[src/bounded_deque_engine_macros.svh]
// ----------------------------------------------------------------------------
// Bounded deque engine assertion macros
// Concurrent assertion forms used by the deque engine datapath.
// ----------------------------------------------------------------------------
`ifndef BOUNDED_DEQUE_ENGINE_MACROS_SVH
`define BOUNDED_DEQUE_ENGINE_MACROS_SVH

`ifndef ASSERT_OFF

// Same-cycle implication, checked outside reset.
`define BDE_ASSERT_IMPLY(lbl, clk, rst_n, ante, cons) \
	lbl: assert property (@(posedge clk) disable iff (!rst_n) (ante) |-> (cons)) \
		else $error("deque engine assertion failed");

// Next-cycle implication, checked outside reset.
`define BDE_ASSERT_NEXT(lbl, clk, rst_n, ante, cons) \
	lbl: assert property (@(posedge clk) disable iff (!rst_n) (ante) |=> (cons)) \
		else $error("deque engine assertion failed");

`else

`define BDE_ASSERT_IMPLY(lbl, clk, rst_n, ante, cons)

`define BDE_ASSERT_NEXT(lbl, clk, rst_n, ante, cons)

`endif

`endif

[src/bde_pkg.sv]
`timescale 1ns / 1ps
// ----------------------------------------------------------------------------
// Bounded deque engine package
// Item types, action and status codes, and controller/datapath interface.
// ----------------------------------------------------------------------------
package bde_pkg;

	localparam int DATA_W = 32;

	// Requested action of an input item; codes 5 to 7 are ignored.
	typedef enum logic [2:0] {
		ACT_PUSH_FRONT = 3'd0,
		ACT_PUSH_BACK  = 3'd1,
		ACT_PEEK_FRONT = 3'd2,
		ACT_POP_BACK   = 3'd3,
		ACT_DUMP       = 3'd4
	} bde_action_t;

	typedef enum logic [1:0] {
		ST_OK    = 2'd0,
		ST_UNDER = 2'd1,
		ST_OVER  = 2'd2
	} bde_status_t;

	// Source of a result item.
	typedef enum logic [1:0] {
		SEL_ECHO,
		SEL_OVER,
		SEL_UNDER,
		SEL_MEM
	} bde_sel_t;

	typedef struct packed {
		bde_action_t              action;
		logic signed [DATA_W-1:0] value;
	} bde_cmd_t;

	typedef struct packed {
		bde_status_t              status;
		logic signed [DATA_W-1:0] data;
		logic                     last;
	} bde_result_t;

	// Commands from the controller to the datapath.
	typedef struct packed {
		logic     load;
		logic     write;
		logic     pop;
		logic     step;
		logic     emit;
		bde_sel_t sel;
		logic     last;
	} bde_ctl_t;

	// Status from the datapath to the controller.
	typedef struct packed {
		bde_action_t action;
		logic        empty;
		logic        full;
		logic        walk_last;
	} bde_sts_t;

endpackage

[src/bde_ctrl.sv]
`timescale 1ns / 1ps
// ----------------------------------------------------------------------------
// Bounded deque engine controller
// Accepts items, sequences pushes, reads and dump walks, strobes results.
// ----------------------------------------------------------------------------
module bde_ctrl import bde_pkg::*; (
	input  logic     clk,
	input  logic     arst_n,
	input  logic     start,
	input  bde_sts_t sts,
	output bde_ctl_t ctl,
	output logic     busy,
	output logic     valid
);

	typedef enum logic {
		S_IDLE,
		S_EXEC
	} state_t;

	state_t state_q;
	state_t state_d;

	// Decode the latched action against the queue status.
	always_comb begin
		ctl     = '0;
		ctl.sel = SEL_UNDER;
		state_d = state_q;
		unique case (state_q)
			S_IDLE: begin
				if (start) begin
					ctl.load = 1'b1;
					state_d  = S_EXEC;
				end
			end
			S_EXEC: begin
				state_d = S_IDLE;
				unique case (sts.action)
					ACT_PUSH_FRONT, ACT_PUSH_BACK: begin
						ctl.emit = 1'b1;
						ctl.last = 1'b1;
						if (sts.full) begin
							ctl.sel = SEL_OVER;
						end else begin
							ctl.sel   = SEL_ECHO;
							ctl.write = 1'b1;
						end
					end
					ACT_PEEK_FRONT, ACT_POP_BACK: begin
						ctl.emit = 1'b1;
						ctl.last = 1'b1;
						if (sts.empty) begin
							ctl.sel = SEL_UNDER;
						end else begin
							ctl.sel = SEL_MEM;
							ctl.pop = (sts.action == ACT_POP_BACK);
						end
					end
					ACT_DUMP: begin
						ctl.emit = 1'b1;
						if (sts.empty) begin
							ctl.sel  = SEL_UNDER;
							ctl.last = 1'b1;
						end else begin
							// One entry per cycle while the next one is read.
							ctl.sel  = SEL_MEM;
							ctl.last = sts.walk_last;
							ctl.step = 1'b1;
							if (!sts.walk_last) begin
								state_d = S_EXEC;
							end
						end
					end
					default: begin
						ctl.emit = 1'b0;
					end
				endcase
			end
			default: begin
				state_d = S_IDLE;
			end
		endcase
	end

	// State and result strobe.
	always_ff @(posedge clk or negedge arst_n) begin
		if (!arst_n) begin
			state_q <= S_IDLE;
			valid   <= 1'b0;
		end else begin
			state_q <= state_d;
			valid   <= ctl.emit;
		end
	end

	assign busy = (state_q != S_IDLE);

endmodule

[src/bde_datapath.sv]
`timescale 1ns / 1ps
`include "bounded_deque_engine_macros.svh"
// ----------------------------------------------------------------------------
// Bounded deque engine datapath
// Ring memory, head and count registers, walk counter and result register.
// ----------------------------------------------------------------------------
module bde_datapath import bde_pkg::*; #(
	parameter int DEPTH = 32
) (
	input  logic        clk,
	input  logic        arst_n,
	input  bde_cmd_t    cmd,
	input  bde_ctl_t    ctl,
	output bde_sts_t    sts,
	output bde_result_t result
);

	localparam int AW = $clog2(DEPTH);
	localparam int CW = $clog2(DEPTH + 1);
	localparam int SW = CW + 1;

	logic [DATA_W-1:0] mem [DEPTH];
	logic [DATA_W-1:0] rdata_q;
	logic [AW-1:0]     head_q;
	logic [CW-1:0]     count_q;
	logic [CW-1:0]     walk_q;
	logic [CW-1:0]     walk_nxt;
	bde_cmd_t          cmd_q;
	logic [AW-1:0]     rd_addr;
	logic [AW-1:0]     wr_addr;
	logic [AW-1:0]     head_m1;

	// Position offset entries past base, wrapped once around the ring.
	function automatic logic [AW-1:0] ring_pos(input logic [AW-1:0] base,
	                                           input logic [CW-1:0] ofs);
		logic [SW-1:0] sum;
		sum = SW'(base) + SW'(ofs);
		if (sum >= SW'(DEPTH)) begin
			sum = sum - SW'(DEPTH);
		end
		return sum[AW-1:0];
	endfunction

	assign walk_nxt = walk_q + CW'(1);
	assign head_m1  = (head_q == '0) ? AW'(DEPTH - 1) : head_q - AW'(1);

	// Read address: first access at accept, next dump entry while walking.
	always_comb begin
		rd_addr = head_q;
		if (ctl.load) begin
			if (cmd.action == ACT_POP_BACK) begin
				rd_addr = ring_pos(head_q, count_q - CW'(1));
			end else begin
				rd_addr = head_q;
			end
		end else if (ctl.step) begin
			rd_addr = ring_pos(head_q, walk_nxt);
		end
	end

	assign wr_addr = (cmd_q.action == ACT_PUSH_FRONT) ? head_m1 : ring_pos(head_q, count_q);

	// Element memory with registered read data.
	always_ff @(posedge clk) begin
		if (ctl.write) begin
			mem[wr_addr] <= cmd_q.value;
		end
		rdata_q <= mem[rd_addr];
	end

	// Queue pointers and walk counter.
	always_ff @(posedge clk or negedge arst_n) begin
		if (!arst_n) begin
			head_q  <= '0;
			count_q <= '0;
			walk_q  <= '0;
		end else begin
			if (ctl.write) begin
				count_q <= count_q + CW'(1);
				if (cmd_q.action == ACT_PUSH_FRONT) begin
					head_q <= head_m1;
				end
			end else if (ctl.pop) begin
				count_q <= count_q - CW'(1);
			end
			if (ctl.load) begin
				walk_q <= '0;
			end else if (ctl.step) begin
				walk_q <= walk_nxt;
			end
		end
	end

	// Latched item and result register.
	always_ff @(posedge clk) begin
		if (ctl.load) begin
			cmd_q <= cmd;
		end
		if (ctl.emit) begin
			result.last <= ctl.last;
			unique case (ctl.sel)
				SEL_ECHO: begin
					result.status <= ST_OK;
					result.data   <= cmd_q.value;
				end
				SEL_OVER: begin
					result.status <= ST_OVER;
					result.data   <= cmd_q.value;
				end
				SEL_UNDER: begin
					result.status <= ST_UNDER;
					result.data   <= '0;
				end
				SEL_MEM: begin
					result.status <= ST_OK;
					result.data   <= rdata_q;
				end
				default: begin
					result.status <= ST_UNDER;
					result.data   <= '0;
				end
			endcase
		end
	end

	assign sts.action    = cmd_q.action;
	assign sts.empty     = (count_q == '0);
	assign sts.full      = (count_q == CW'(DEPTH));
	assign sts.walk_last = (walk_nxt == count_q);

	`BDE_ASSERT_IMPLY(a_count_bound, clk, arst_n, 1'b1, count_q <= CW'(DEPTH))
	`BDE_ASSERT_IMPLY(a_no_write_full, clk, arst_n, ctl.write, !sts.full)
	`BDE_ASSERT_IMPLY(a_no_pop_empty, clk, arst_n, ctl.pop, !sts.empty)
	`BDE_ASSERT_IMPLY(a_step_dump, clk, arst_n, ctl.step, cmd_q.action == ACT_DUMP)
	`BDE_ASSERT_NEXT(a_write_grows, clk, arst_n, ctl.write, count_q == $past(count_q) + CW'(1))

endmodule

[src/bounded_deque_engine.sv]
`timescale 1ns / 1ps
// ----------------------------------------------------------------------------
// Bounded deque engine
// Double-ended queue of signed 32-bit values held in a ring memory.
// ----------------------------------------------------------------------------
// Channel   Direction  Signals              Transfer
// command   in         start, busy, cmd     taken when start is high and busy low
// result    out        valid, result        valid for one cycle, always taken
//
// Push, peek, pop and ignored codes pass through accept (memory read issued)
// and execute. A dump walks its entries in order, each read while the one before
// is emitted, bound by the single memory read port. A new item is taken while the
// last result shows. Reset clears head, count, walk counter, state and valid;
// the memory needs no clearing pass. Results cannot be stalled by the receiver.
// ----------------------------------------------------------------------------
module bounded_deque_engine import bde_pkg::*; #(
	parameter int DEPTH = 32
) (
	input  logic        clk,
	input  logic        arst_n,
	input  logic        start,
	input  bde_cmd_t    cmd,
	output logic        busy,
	output logic        valid,
	output bde_result_t result
);

	bde_ctl_t ctl;
	bde_sts_t sts;

	bde_ctrl u_ctrl (
		.clk    (clk),
		.arst_n (arst_n),
		.start  (start),
		.sts    (sts),
		.ctl    (ctl),
		.busy   (busy),
		.valid  (valid)
	);

	bde_datapath #(
		.DEPTH (DEPTH)
	) u_datapath (
		.clk    (clk),
		.arst_n (arst_n),
		.cmd    (cmd),
		.ctl    (ctl),
		.sts    (sts),
		.result (result)
	);

endmodule
[config.mk]
export PLATFORM = sky130hd
export DESIGN_NAME = bounded_deque_engine
export DESIGN_NICKNAME = d
export VERILOG_FILES = /design/src/bde_pkg.sv /design/src/bde_ctrl.sv /design/src/bde_datapath.sv /design/src/bounded_deque_engine.sv
export VERILOG_INCLUDE_DIRS = /design/src /design/src/src
export SDC_FILE = /design/constraint.sdc
export NUM_CORES = 1
export LEC_CHECK = 0
export BUFFER_PORTS_ARGS = -buffer_cell sky130_fd_sc_hd__buf_2
export CELL_PAD_IN_SITES_DETAIL_PLACEMENT = 1
export CELL_PAD_IN_SITES_GLOBAL_PLACEMENT = 1
export CORE_MARGIN = 5
export CORE_UTILIZATION = 35
export DETAILED_ROUTE_END_ITERATION = 7
export GPL_ROUTABILITY_DRIVEN = 0
export PLACE_DENSITY_LB_ADDON = 0.1
export SETUP_SLACK_MARGIN = 0.05
export SLEW_MARGIN = 0
export SYNTH_ARGS = -nofsm -noshare
export SYNTH_HDL_FRONTEND = slang
export SYNTH_SLANG_ARGS = --single-unit
[constraint.sdc]
create_clock -name clk -period 5.06 [get_ports clk]
set_input_delay 0.253 -clock clk [delete_from_list [all_inputs] [get_ports clk]]
set_output_delay 0.253 -clock clk [all_outputs]
set_load 0.01 [all_outputs]
==> impl_results.md, run 1 <==
* Clk_lat worst skew at 750 ps
* GRT overflow at 0
* Top cell type by total area after synthesis: edfxtp_1
* Avg Inst Size Synth at 14.6 um2
* Hold endpoint: u_ctrl.busy$_DFF_PN0_
* Final period util at 0.839
* Die Span Y at 367 um
* Max IR drop VDD at 371 uV
* Crit Reg-Reg Endpoint: u_datapath.rdata_q[3]$_DFF_P_
* Worst setup path class: reg2reg
* Post-layout minimum cycle time at 4250 ps
* CTS resizes at 0
* Setup Fix Bufs, Post-CTS at 0
* Vias in the first global route at 28.7k
* Final count of negative-setup-slack endpoints at 0
* EDFF count, synth at 1094
* Final Hold Vio Count at 0
* Max Clk Rate at 236 MHz
* Fin. max-slew vios at 0
* Most frequent cell after synthesis: edfxtp_1
* Unique masters post-synth at 57
* Iter 0 DRT Violations at 2081
* Starting Density at 0.351
* Status: completed
* Nets at 3309
* Mapped Cells at 3055
* Synthesized area at 44600 um2
* TritonRoute pass-1 iters at 5
* Die Area at 135000 um2
* Hold depth at 3
* Max clock buf depth at 3
* CP arrival at 4870 ps
* Met3 WL at 5340 um
* Hold WS at 197 ps
* Synth top cells by count: edfxtp_1, nand2_1, nand3_1, mux2i_1, a32oi_1
* Synth top area cells: edfxtp_1, nand2_1, nand3_1
* Async S/R FF share, synth at 0.0166
* Hold path start: start
* Synth warn at 0
* Max Cap Violations at 0
* Detailed Place HPWL at 82000 um
* Post-DR wirelength/cell at 29.1 um
* DRT Wirelength at 146000 um
* Vias at 27.2k
* Reg2Reg Setup Slack at 810 ps
* Clock Tree Root: clkbuf_16
* Top Ports at 75
* Largest net degree at the start of global routing at 81
* Layout cells sized above 1 at 0.135
* CTS tree: yes
* WL met2 at 72300 um
* Core area at 127000 um2
* Global-route usage over all layers at 0.214
* Drt drc at 0
* Clock Skew at 24.6 ps
* Synth Register Bits at 1145
* PwrDens at 542 nW/um2
* TritonCTS buffer count at 134
* Crit path launch type: flip-flop
* Actual slew at the worst max-slew pin at 1240 ps
* Origin of the critical flop-to-flop path: u_datapath.count_q[1]$_DFFE_PN0P_
* Crit path max fanout at 47
* First-pass GRT wire length at 210000 um
* Area Overhead vs Synth at 17.8%
* Rows at 131
* Reg clk slew, reported paths at 60 ps
* Port Buffers at 74
* Sequential area share after synthesis at 0.761
* Leak pwr at 17.4 nW
* Sink Count at 1145
* Setup TNS at 0 ps
* CTS H-tree depth at 4
* CP Capture Type: flip-flop
* Initial antenna violation count at 2
* Synth top area share at 0.736
* Vias per cell at 5.43
* Syn Nets at 3113
* Worst R2R Path Depth at 12
* Antenna Nets Post-Route at 0
* Metal-1 WL at 65300 um
* RSZ-0062 raised after global routing: false
* Worst Hold Class: in2reg
* Critical path required time at 5680 ps
* Final Power at 28.5 mW
* Main flop type after synthesis: edfxtp_1
* Cts hold-fix bufs at 37
* DR top layer: met4
* Die span in x at 367 um
* Relative slew slack at 0.171
critical path: stages, from the launching register on:
cell      delay [ps]
dfrtp_1          560
inv_1            120
ha_1             350
inv_1             90
fa_1             410
a21o_1           180
a21oi_1          190
xnor2_1          130
a32oi_1          370
and2_4           790
buf_4            410
a311oi_1         120
nor4_1           350
cell families after synthesis:
family	Yosys count	synth area share
flops	1145	0.761
compound gates	342	0.0633
simple gates	1174	0.111
fa+ha+maj	20	0.00611
buf+inv	208	0.0220
xor+xnor	32	0.00628
mux	134	0.0301
per-layer routing:
layer  up-vias  track usage
li1      12020            -
met1     14401        0.288
met2       593        0.368
met3       179       0.0284
met4         0       0.0540
met5         -            0
metrics by stage:
stage                     std cells  cell area (um2)   util  worst slack, ps
after floorplan                3055            44600      -             1220
after global placement         4739            48000  0.377              976
after detailed placement       4739            48000  0.377              870
after CTS                      5008            52500  0.413              817
after global routing           5009            52600  0.413              602
final                          5011            52600  0.413              815
where the power goes:
group | switching (mW) | internal [mW] | total, mW
Clock | 3.78 | 5.52 | 9.30
Sequential | 0.324 | 10.9 | 11.2
Combinational | 5.48 | 2.47 | 7.94
registers in the layout (all words and copies together), names as in the netlist:
register / count
u_datapath.rdata_q: 32
u_ctrl.busy: 1
u_ctrl.valid: 1
u_datapath.result: 35
u_datapath.sts: 3
u_datapath.cmd_q: 32
u_datapath.count_q: 6
u_datapath.head_q: 5
u_datapath.mem: 1024
u_datapath.walk_q: 6
final cells by class:
| class | instances | area, um2 |
|---|---|---|
| Tap cell | 1662 | 2080 |
| Clock inverter | 51 | 437 |
| Inverter | 15 | 56.3 |
| Fill cell | 12689 | 74600 |
| Multi-Input combinational cell | 1702 | 9980 |
| Sequential cell | 1145 | 34000 |
| Timing Repair Buffer | 253 | 2290 |
| Clock buffer | 181 | 3750 |
| Antenna cell | 2 | 5.00 |
cells in the final DEF (no fill, tap or decap), drive strengths merged, types with 11 or more instances in the layout:
cell type    Yosys  final
a311oi          96     96
dfxtp           32     32
a21oi           13     13
xnor2           21     21
clkbuf          67    181
nand3          269    269
buf            126    216
a22o            32     32
ha              17     17
o21ai           12     12
inv             15     18
xor2            11     11
a32oi          128    128
nor2            45     45
a31oi           32     32
clkinv           0     38
dfrtp           19     19
nor4            33     33
edfxtp        1094   1094
nand2          795    795
mux2i          132    132
dlygate4sd3      0     37
worst max path at each step:
stage                                           end                              start  cells past startpoint  slack [ps]
floorplan           u_datapath.mem[18][0]$_DFFE_PP_   u_datapath.head_q[0]$_DFFE_PN0P_                      9        1220
global placement      u_datapath.rdata_q[9]$_DFF_P_  u_datapath.count_q[1]$_DFFE_PN0P_                     12         980
detailed placement   u_datapath.rdata_q[12]$_DFF_P_  u_datapath.count_q[0]$_DFFE_PN0P_                     10         870
CTS                  u_datapath.rdata_q[12]$_DFF_P_  u_datapath.count_q[0]$_DFFE_PN0P_                     10         820
global route         u_datapath.rdata_q[12]$_DFF_P_  u_datapath.count_q[0]$_DFFE_PN0P_                     10         600
finish                u_datapath.rdata_q[3]$_DFF_P_  u_datapath.count_q[1]$_DFFE_PN0P_                     12         810
(Power assumes the default switching activity.)
==> inputs of run 2 (changes only) <==
==> constraint.sdc (replaced) <==
create_clock -name clk -period 4.1 [get_ports clk]
set_input_delay 0.205 -clock clk [delete_from_list [all_inputs] [get_ports clk]]
set_output_delay 0.205 -clock clk [all_outputs]
set_load 0.01 [all_outputs]
==> run 2 against run 1 <==
  * Power increased by 26%
  * Clock-buffer cell count decreased by 1
  * The run now ends with DRC left
  * Die area unchanged
  * Flip-flop and latch count unchanged
  * Register-to-register slack got worse by 550 ps
  * Final cell count increased by 0.76%
  * Largest cell class unchanged
  * Wire length increased by 3.8%
  * Cell area increased by 1.3%
==> impl_results.md, run 2 (same netlist as run 1, synthesis figures left out) <==
* Worst setup startpoint: u_datapath.count_q[0]$_DFFE_PN0P_ (was u_datapath.count_q[1]$_DFFE_PN0P_)
* Largest regs: u_datapath.mem x1024, u_datapath.result x35 (unchanged)
* Crit path capture: u_datapath.rdata_q[6]$_DFF_P_ (was u_datapath.rdata_q[3]$_DFF_P_)
* Vias per cell at 5.49 (was 5.43)
* Global-route usage over all layers at 0.222 (was 0.214)
* Commonest non-fill, non-tap cell in the layout: edfxtp_1 (unchanged)
* Max IR drop VDD at 425 uV (was 371 uV)
* RSZ-0062 raised after global routing: false (unchanged)
* Worst setup path class: reg2reg (unchanged)
* Sw Ratio at 0.335 (was 0.336)
* Logic gate share of total power at 0.281 (was 0.279)
* Vias in the first global route at 28.8k (was 28.7k)
* Critical path depth at 13 (was 12)
* Most frequent cells in the layout: edfxtp_1, nand2_1, nand3_1 (unchanged)
* Net switching power at 12.0 mW (was 9.58 mW)
* Setup TNS at 0 ps (unchanged)
* CTS H-tree depth at 4 (unchanged)
* Top Ports at 75 (unchanged)
* Dpl cells at 4771 (was 4739)
* Area Overhead vs Synth at 19.4% (was 17.8%)
* Crit path launch type: flip-flop (unchanged)
* GRT overflow at 0 (unchanged)
* Final period util at 0.935 (was 0.839)
* Fill cells at 12.7k (about the same)
* FF+latch area at 34000 um2 (unchanged)
* CP Capture Type: flip-flop (unchanged)
* Nets at 3339 (was 3309)
* Die span in x at 367 um (unchanged)
* Max stage delay cell, worst path: dfrtp_1 (was and2_4)
* Drt drc at 1 (was 0)
* Detailed Place HPWL at 84900 um (was 82000 um)
* Max Cap Violations at 0 (unchanged)
* Die Span Y at 367 um (unchanged)
* First-pass GRT wire length at 215000 um (was 210000 um)
* Fin. max-slew vios at 0 (unchanged)
* Clk_lat worst skew at 760 ps (was 750 ps)
* Sink Count at 1145 (unchanged)
* Crit-path cells: inv_1 -> ha_1 -> inv_1 -> fa_1 -> nor3_1 -> a211oi_4 -> buf_12 -> buf_12 -> mux2i_1 -> a32oi_1 -> a311oi_2 -> buf_4 -> nor4_1 (was inv_1 -> ha_1 -> inv_1 -> fa_1 -> a21o_1 -> a21oi_1 -> xnor2_1 -> a32oi_1 -> and2_4 -> buf_4 -> a311oi_1 -> nor4_1)
* TritonCTS buffer count at 132 (was 134)
* Failing checks: DRC
* Hold depth at 3 (unchanged)
* Crit Reg-Reg Endpoint: u_datapath.rdata_q[6]$_DFF_P_ (was u_datapath.rdata_q[3]$_DFF_P_)
* Max clock buf depth at 3 (unchanged)
* Reg clk slew, reported paths at 60 ps (about the same)
* CTS tree: yes (unchanged)
* PwrDens at 672 nW/um2 (was 542 nW/um2)
* Antenna diodes at 0 (was 2)
* Reg2Reg Setup Slack at 270 ps (was 810 ps)
* Worst path max stage delay at 480 ps (was 790 ps)
* Worst Hold Class: in2reg (unchanged)
* Antenna Nets Post-Route at 0 (unchanged)
* Critical path required time at 4730 ps (was 5680 ps)
* Clock Skew at 23.9 ps (was 24.6 ps)
* Actual slew at the worst max-slew pin at 1330 ps (was 1240 ps)
* Status: finished with violations (was completed)
* Multi-input gate area at 9980 um2 (about the same)
* Final Power at 35.8 mW (was 28.5 mW)
* Vias at 27.7k (was 27.2k)
* Post-DR wirelength/cell at 30.0 um (was 29.1 um)
* CP Buf/Inv Count at 5 (was 3)
* Rows at 131 (unchanged)
* Initial antenna violation count at 7 (was 2)
* Largest register FFs at 1024 (unchanged)
* Layout cells sized above 1 at 0.145 (was 0.135)
* Part of the power in registers at 0.389 (was 0.395)
* Clock Tree Root: clkbuf_16 (unchanged)
* Worst R2R Path Depth at 13 (was 12)
* Leak pwr at 17.7 nW (was 17.4 nW)
* Iter 0 DRT Violations at 2471 (was 2081)
* Top reg by flops: u_datapath.mem (unchanged)
* Crit path max fanout at 40 (was 47)
* Design internal power at 23.8 mW (was 18.9 mW)
* Max Clk Rate at 261 MHz (was 236 MHz)
* Core area at 127000 um2 (unchanged)
* Clk pwr share at 0.330 (was 0.327)
* Hold WS at 99.5 ps (was 197 ps)
* Origin of the critical flop-to-flop path: u_datapath.count_q[0]$_DFFE_PN0P_ (was u_datapath.count_q[1]$_DFFE_PN0P_)
* Post-layout minimum cycle time at 3830 ps (was 4250 ps)
* Starting Density at 0.351 (unchanged)
* Relative slew slack at 0.113 (was 0.171)
* Final Hold Vio Count at 0 (unchanged)
* CP arrival at 4460 ps (was 4870 ps)
* Largest net degree at the start of global routing at 82 (was 81)
* CP top delay family: buffers and inverters (was simple AND/OR/NAND/NOR gates)
* Die Area at 135000 um2 (unchanged)
* Final count of negative-setup-slack endpoints at 0 (unchanged)
* DRT Wirelength at 152000 um (was 146000 um)
* TritonRoute pass-1 iters at 8 (was 5)
* Port Buffers at 74 (unchanged)
* Final Instance Count excl. Fillers at 5049 (was 5011)
==> run 2: tightest hold or removal path, delay by kind of cell <==
| family | cells | cell delay [ps] |
|---|---|---|
| and+or+nand+nor | 1 | 320 |
| buffers and inverters | 1 | 80 |
| AOI/OAI and AO/OA | 1 | 190 |
==> run 2: cell type report <==
| cell class | instances | share of cell area |
|---|---|---|
| Sequential cell | 1145 | 0.638 |
| Clock inverter | 60 | 0.0124 |
| Tap cell | 1662 | 0.0390 |
| Multi-Input combinational cell | 1702 | 0.187 |
| Timing Repair Buffer | 285 | 0.0537 |
| Clock buffer | 180 | 0.0687 |
| Inverter | 15 | 0.00106 |
==> run 2: repair_timing <==
action | in CTS | in global routing
resized for setup | 0 | 1
endpoints found under the hold margin | 54 | 0
buffers inserted | 0 | 0
hold buffers | 38 | 0
setup endpoints to repair | 0 | 1
==> run 2: worst min-delay path by stage <==
stage	start	end	slack (ps)
3_5_place_dp	arst_n	u_ctrl.valid$_DFF_PN0_	220
6_report	start	u_ctrl.busy$_DFF_PN0_	100
2_1_floorplan	arst_n	u_ctrl.busy$_DFF_PN0_	-90
3_3_place_gp	arst_n	u_ctrl.valid$_DFF_PN0_	210
4_1_cts	start	u_ctrl.busy$_DFF_PN0_	40
5_1_grt	cmd[30]	u_datapath.cmd_q[30]$_DFFE_PP_	120
==> run 2: through the flow <==
step	setup WS [ps]	area, um2	util
final	267	53300	0.419
after floorplan	264	44600	-
after global placement	111	48600	0.382
after detailed placement	86.4	48600	0.382
after global routing	128	53300	0.419
after CTS	56.8	53300	0.419
==> run 2: per-layer routing <==
layer	global-route usage	vias to the layer above	part of all wire
met4	0.0597	0	0.025
met3	0.0401	207	0.048
li1	-	12110	-
met2	0.361	715	0.47
met1	0.308	14663	0.45
met5	0	-	0
==> run 2: power by group through the flow <==
stage / combinational [mW] / sequential, mW / clock [mW]
final: 10.0 / 13.9 / 11.8
after global routing: 10.8 / 14.0 / 12.6
after CTS: 10.1 / 13.9 / 12.1
after detailed placement: 10.0 / 14.2 / 0
after global placement: 9.94 / 14.1 / 0
after floorplan: 5.81 / 14.0 / 0
